$ cat config.mk
export PLATFORM = sky130hd
export DESIGN_NAME = vcpb_ctrl
export DESIGN_NICKNAME = d
export VERILOG_FILES = /design/src/sv/vcpb_pkg.sv /design/src/sv/vcpb_ctrl.sv
export SDC_FILE = /design/constraint.sdc
export NUM_CORES = 1
export LEC_CHECK = 0
export BUFFER_PORTS_ARGS = -buffer_cell sky130_fd_sc_hd__buf_2
export CAP_MARGIN = 20
export CORE_AREA = 2 2 39 41
export DETAILED_ROUTE_END_ITERATION = 12
export DIE_AREA = 0 0 41 43
export GPL_TIMING_DRIVEN = 0
export PLACE_DENSITY_LB_ADDON = 0.25
export SLEW_MARGIN = 20
export SYNTH_ARGS = -nofsm -noshare
export SYNTH_HDL_FRONTEND = slang
export SYNTH_SLANG_ARGS = --single-unit
$ cat constraint.sdc
create_clock -name clk_i -period 2.28 [get_ports clk_i]
set_input_delay 0.228 -clock clk_i [delete_from_list [all_inputs] [get_ports clk_i]]
set_output_delay 0.228 -clock clk_i [all_outputs]
set_load 0.02 [all_outputs]
$ cat src/sv/vcpb_pkg.sv
// shared types and constants of the vertex color palette builder
`timescale 1ns / 1ps

package vcpb_pkg;

  localparam int unsigned PALETTE_DEPTH = 256;
  localparam int unsigned PAL_AW        = $clog2(PALETTE_DEPTH);
  localparam int unsigned CNT_W         = PAL_AW + 1;
  localparam int unsigned MAX_VERTICES  = 65536;
  localparam int unsigned VTX_W         = $clog2(MAX_VERTICES + 1);
  localparam int unsigned CHAN_W        = 16;
  localparam int unsigned KEY_W         = 4 * CHAN_W;

  typedef struct packed {
    logic [CHAN_W-1:0] red;
    logic [CHAN_W-1:0] green;
    logic [CHAN_W-1:0] blue;
    logic [CHAN_W-1:0] alpha;
    logic              last_vertex;
  } in_word_t;

  typedef struct packed {
    logic [7:0] color_index;
    logic       is_new;
    logic       compress_ok;
    logic [8:0] color_total;
  } out_word_t;

  typedef enum logic [1:0] {
    ST_IDLE,
    ST_SCAN,
    ST_FINISH
  } ctrl_state_e;

  // controller to datapath
  typedef struct packed {
    logic load;    // capture the incoming word, restart the scan
    logic scan;    // walk the palette
    logic commit;  // update palette and counters, load the output register
  } dp_cmd_t;

  // datapath to controller
  typedef struct packed {
    logic scan_done;
    logic out_free;
  } dp_sts_t;

endpackage

$ cat src/sv/vcpb_ctrl.sv
// controller state machine of the vertex color palette builder
`timescale 1ns / 1ps

module vcpb_ctrl (
  input  logic              clk_i,
  input  logic              rst_ni,
  input  logic              in_valid_i,
  output logic              in_stall_o,
  input  vcpb_pkg::dp_sts_t sts_i,
  output vcpb_pkg::dp_cmd_t cmd_o
);

  vcpb_pkg::ctrl_state_e state_q, state_d;

  always_ff @(posedge clk_i or negedge rst_ni) begin
    if (!rst_ni) begin
      state_q <= vcpb_pkg::ST_IDLE;
    end else begin
      state_q <= state_d;
    end
  end

  always_comb begin
    state_d = state_q;
    case (state_q)
      vcpb_pkg::ST_IDLE: begin
        if (in_valid_i) state_d = vcpb_pkg::ST_SCAN;
      end
      vcpb_pkg::ST_SCAN: begin
        if (sts_i.scan_done) state_d = vcpb_pkg::ST_FINISH;
      end
      vcpb_pkg::ST_FINISH: begin
        if (sts_i.out_free) state_d = vcpb_pkg::ST_IDLE;
      end
      default: state_d = vcpb_pkg::ST_IDLE;
    endcase
  end

  always_comb begin
    in_stall_o   = 1'b1;
    cmd_o        = '0;
    case (state_q)
      vcpb_pkg::ST_IDLE: begin
        in_stall_o = 1'b0;
        cmd_o.load = in_valid_i;
      end
      vcpb_pkg::ST_SCAN: begin
        cmd_o.scan = 1'b1;
      end
      vcpb_pkg::ST_FINISH: begin
        cmd_o.commit = sts_i.out_free;
      end
      default: begin
        in_stall_o = 1'b1;
      end
    endcase
  end

endmodule

## Yosys cells after proc, flatten, opt, wreduce, memory -nomap -nowiden

Index checks and enable logic that the tools add are counted.

| operators by class | value |
|---|---|
| reductions and logical operators | 2 |
| eq/ne operators | 5 |
| multiplexer cells | 8 |

Operator list:

| kind | count |
|---|---|
| $mux 2 | 3 |
| $ne 2x2->1 const B | 3 |
| $pmux 2 s3 | 1 |
| $mux 1 | 4 |
| $reduce_and 3->1 | 1 |
| $eq 2x1->1 const B | 1 |
| $eq 2x2->1 const B | 1 |
| $logic_not 2->1 | 1 |

| storage, ports and cells | value |
|---|---|
| flip-flop bits (word level) | 2 |
| bits of input ports | 5 |

## Depth between registers and ports, before layout

| depth | value |
|---|---|
| depth after elaboration | 3 |
| gate-level depth with buffers | 2 |

## Least setup slack after synthesis

No wires, ideal clock.

| timing | value |
|---|---|
| path kind | flip-flop to output port |
| start | reg state_q[1] |
| end | out cmd_o[2] in the netlist's numbering |
| data required time | 2.052 ns |
| slack | 1.019 ns |
| arrival | 1.033 ns |
| buffers on the path | 0 |
| cell stages (with the launch flop) | 3 |
| cells stage by stage | dfrtp_1 -> or2_1 -> nor2_1 |

RTL lines:

| item | RTL line | text |
|---|---|---|
| from (decl) | vcpb_ctrl.sv:13 | `vcpb_pkg::ctrl_state_e state_q, state_d;` |
| from (signal assigned) | vcpb_ctrl.sv:17 | `state_q <= vcpb_pkg::ST_IDLE;` |
| from (signal assigned) | vcpb_ctrl.sv:19 | `state_q <= state_d;` |
| to (decl) | vcpb_ctrl.sv:10 | `output vcpb_pkg::dp_cmd_t cmd_o` |

==> flow_summary_export.csv <==
group,metric,value,unit
synthesis,synth_fp_nets,18,
sta,slew_limit_headroom,90.0,%
routing,detail_route.first_pass.iterations,2,
finish,syn_to_final_growth,77.9,%
run_status,status,"complete, no violations",
global_route,first_global_vias,132,
pwr,static-leakage-power,0.116,nW
cts,clkTransAtPathRegs,0.03,ns
cts,tritoncts,"done",
pwr,pwr_density_cell,1380,mW/mm2
worst_setup_path,cp_max_fo,5,
worst_setup_path,crit_path_cell_chain,"or2_1, nor2_1, buf_2",
cts,insertion_delay,0.23,ns
routing,totalWireLength,327,um
synthesis,synthCells,13,
place,detailedPlacementHpwl,265,um
global_route,grt_util_all_layers,4.92,%
routing,vias_per_cell,3.34,
cts,htree_num_levels,1,
global_route,pin_count_of_the_biggest_net_entering_global_routing,7,
worst_setup_path,setup.worst_path.class,"reg2out",
synthesis,syn_area_per_cell,9.14,um2
sta,clock.fmax,733,MHz
sta,finalMaxSlewViolations,0,
cts,cts_max_path_buffers,2,
cts,cts_buffers,3,
global_route,gr-total-overflow,0,
place,gpl_congestion,0.529,
finish,max_reg_flops,2,
finish,post_layout_nonfiller_instances,41,
floorplan,die_area,0.00176,mm2
synthesis,ys.warnings.count,0,
routing,dr_iter_0_viols,1,
floorplan,io_pins,9,
run,timing.max_cap.violations,0,
worst_hold_path,path_type_of_the_worst_min_delay_path,"in2reg",
cts,clock-sinks,2,
worst_setup_path,cpMaxStageDelayCell,"sky130_fd_sc_hd__dfrtp_1",
sta,finalSetupTns,0,ns
cts,post_cts_resize_count,0,
routing,postRouteAntennaNets,0,
floorplan,vertical_extent_of_the_die,43,um
pwr,total_power,0.293,mW
floorplan,start_util,8.59,%
sta,final.period_utilization,59.8,%
sta,worst_slew_pin_slew,0.150,ns
routing,num_vias,137,
global_route,grt_pass1_wl,476,um
place,dp_cells,37,
routing,detail_route.drc_violations,0,
global_route,grt_antenna_before_repair,0,
sta,setup_viol_count_final,0,
routing,post_drt_wl_per_cell,7.98,um
worst_setup_path,cp_data_arrival_time,1.14,ns
floorplan,row_count,14,
place,detailedPlace.worstSlack,1.14,ns
finish,layout.nets,32,
sta,final.setup_skew,0.00219,ns
worst_setup_path,worst-r2r-cell-count,2,
finish,reg_top3,"state_q: 2 flops",
finish,n_antenna_cell,0,
finish,filler_cell_count,159,
cts,clock-root-buffer,"sky130_fd_sc_hd__clkbuf_4",
worst_setup_path,required,2.05,ns
floorplan,fp.dieW,41,um
worst_setup_path,path_delay_family,"flip-flops",
sta,final-hold-violation-count,0,
synthesis,seq_area_frac_synth,42.1,%
worst_hold_path,holdPathStages,2,
worst_setup_path,timing.critical_path.buf_inv,1,
worst_setup_path,endpoint_kind,"output pin",
sta,rsz_0062_raised_after_global_routing,"false",
finish,max_flop_register,"state_q",
finish,post_route_cells_drive_above_1_share,52.0,%
synthesis,combined_area_of_all_synthesized_cells,119,um2
synthesis,ys_ff_latch,2,
floorplan,core,0.00138,mm2
sta,final.min_clock_period,1.36,ns
synthesis,yosys.cell_types.count,10,
place,port_buffers,8,
sta,fin_ws,0.915,ns
pwr,worst_ir_drop_vdd,0.192,mV
worst_setup_path,critical_path.max_stage_delay,0.40,ns
worst_setup_path,cp-start-kind,"register",
worst_setup_path,crit_cells,3,
==> worst paths after layout <==
kind | start | endpoint | slack, ns
setup / recovery | state_q[1] | cmd_o[2] | 0.92
hold / removal | sts_i[1] | state_q[1] | 0.27
setup reg to reg | state_q[0] | state_q[1] | 1.36
hold reg to reg | state_q[1] | state_q[0] | 0.49
max in group asynchronous | rst_ni | state_q[1] | 1.85
min in group asynchronous | rst_ni | state_q[0] | 0.33
==> placed cells by master, fill, tap and decap left out <==
| cell | count |
|---|---|
| sky130_fd_sc_hd__dlygate4sd3_1 | 1 |
| sky130_fd_sc_hd__nand2b_1 | 2 |
| sky130_fd_sc_hd__or2_1 | 1 |
| sky130_fd_sc_hd__a21oi_1 | 1 |
| sky130_fd_sc_hd__buf_4 | 1 |
| sky130_fd_sc_hd__nor2_1 | 2 |
| sky130_fd_sc_hd__buf_2 | 8 |
| sky130_fd_sc_hd__and3b_1 | 1 |
| sky130_fd_sc_hd__a22o_1 | 1 |
| sky130_fd_sc_hd__nor2b_2 | 1 |
| sky130_fd_sc_hd__inv_1 | 1 |
| sky130_fd_sc_hd__dfrtp_1 | 2 |
| sky130_fd_sc_hd__clkbuf_4 | 3 |
==> logic make-up (layout without fill, tap and decap cells) <==
family	after synthesis	after routing	synth area share, %
buffers and inverters	2	14	9.47
flip-flops	2	2	42.1
AND/OR/NAND/NOR	7	7	36.8
AO/OA/AOI/OAI	2	2	11.6
==> what timing repair did <==
action                                  4_1_cts  5_1_grt
setup buffers                                 0        0
endpoints found under the hold margin         2        0
endpoints found under the setup margin        0        0
hold buffers                                  1        0
==> cells in the mapped netlist (all sizes together) <==
| library cell | n | share of area, % |
|---|---|---|
| or2 | 1 | 5.3 |
| a22o | 1 | 7.4 |
| a21oi | 1 | 4.2 |
| nor2b | 1 | 7.4 |
| nor2 | 2 | 6.3 |
| dfrtp | 2 | 42 |
| and3b | 1 | 7.4 |
| buf | 1 | 6.3 |
| nand2b | 2 | 11 |
| inv | 1 | 3.2 |
==> metrics by stage <==
step                      hold slack [ns]  util (%)  area, um2
after floorplan                   -0.0676         -        119
after global placement             0.0153      12.9        179
after detailed placement           0.0158      12.9        179
after CTS                           0.265      15.3        211
after global routing                0.264      15.3        211
final                               0.265      15.3        211
==> per-layer routing <==
layer | vias up | wire, um | track usage (%)
li1 | 67 | - | -
met2 | 11 | 104 | 5.00
met1 | 55 | 145 | 4.82
met3 | 4 | 54 | 3.14
met4 | 0 | 23 | 8.00
met5 | - | 0 | 0
==> area by class of cell <==
class	instances	area [um2]	area share (%)
inverters	1	3.75	1.78
flip-flops and latches	2	50.0	23.7
repair buffers	9	50.0	23.7
plain buffers	1	7.51	3.55
well taps	16	20.0	9.47
multi-input cells	9	57.6	27.2
clock buffers	3	22.5	10.7
==> power breakdown <==
part           internal (mW)  leakage, nW  total [mW]  switching (mW)
logic                 0.0662       0.0764       0.143          0.0768
registers             0.0522       0.0255      0.0712          0.0190
clock network         0.0581       0.0138      0.0786          0.0206
Note: power is estimated with default switching activity, not from simulation.
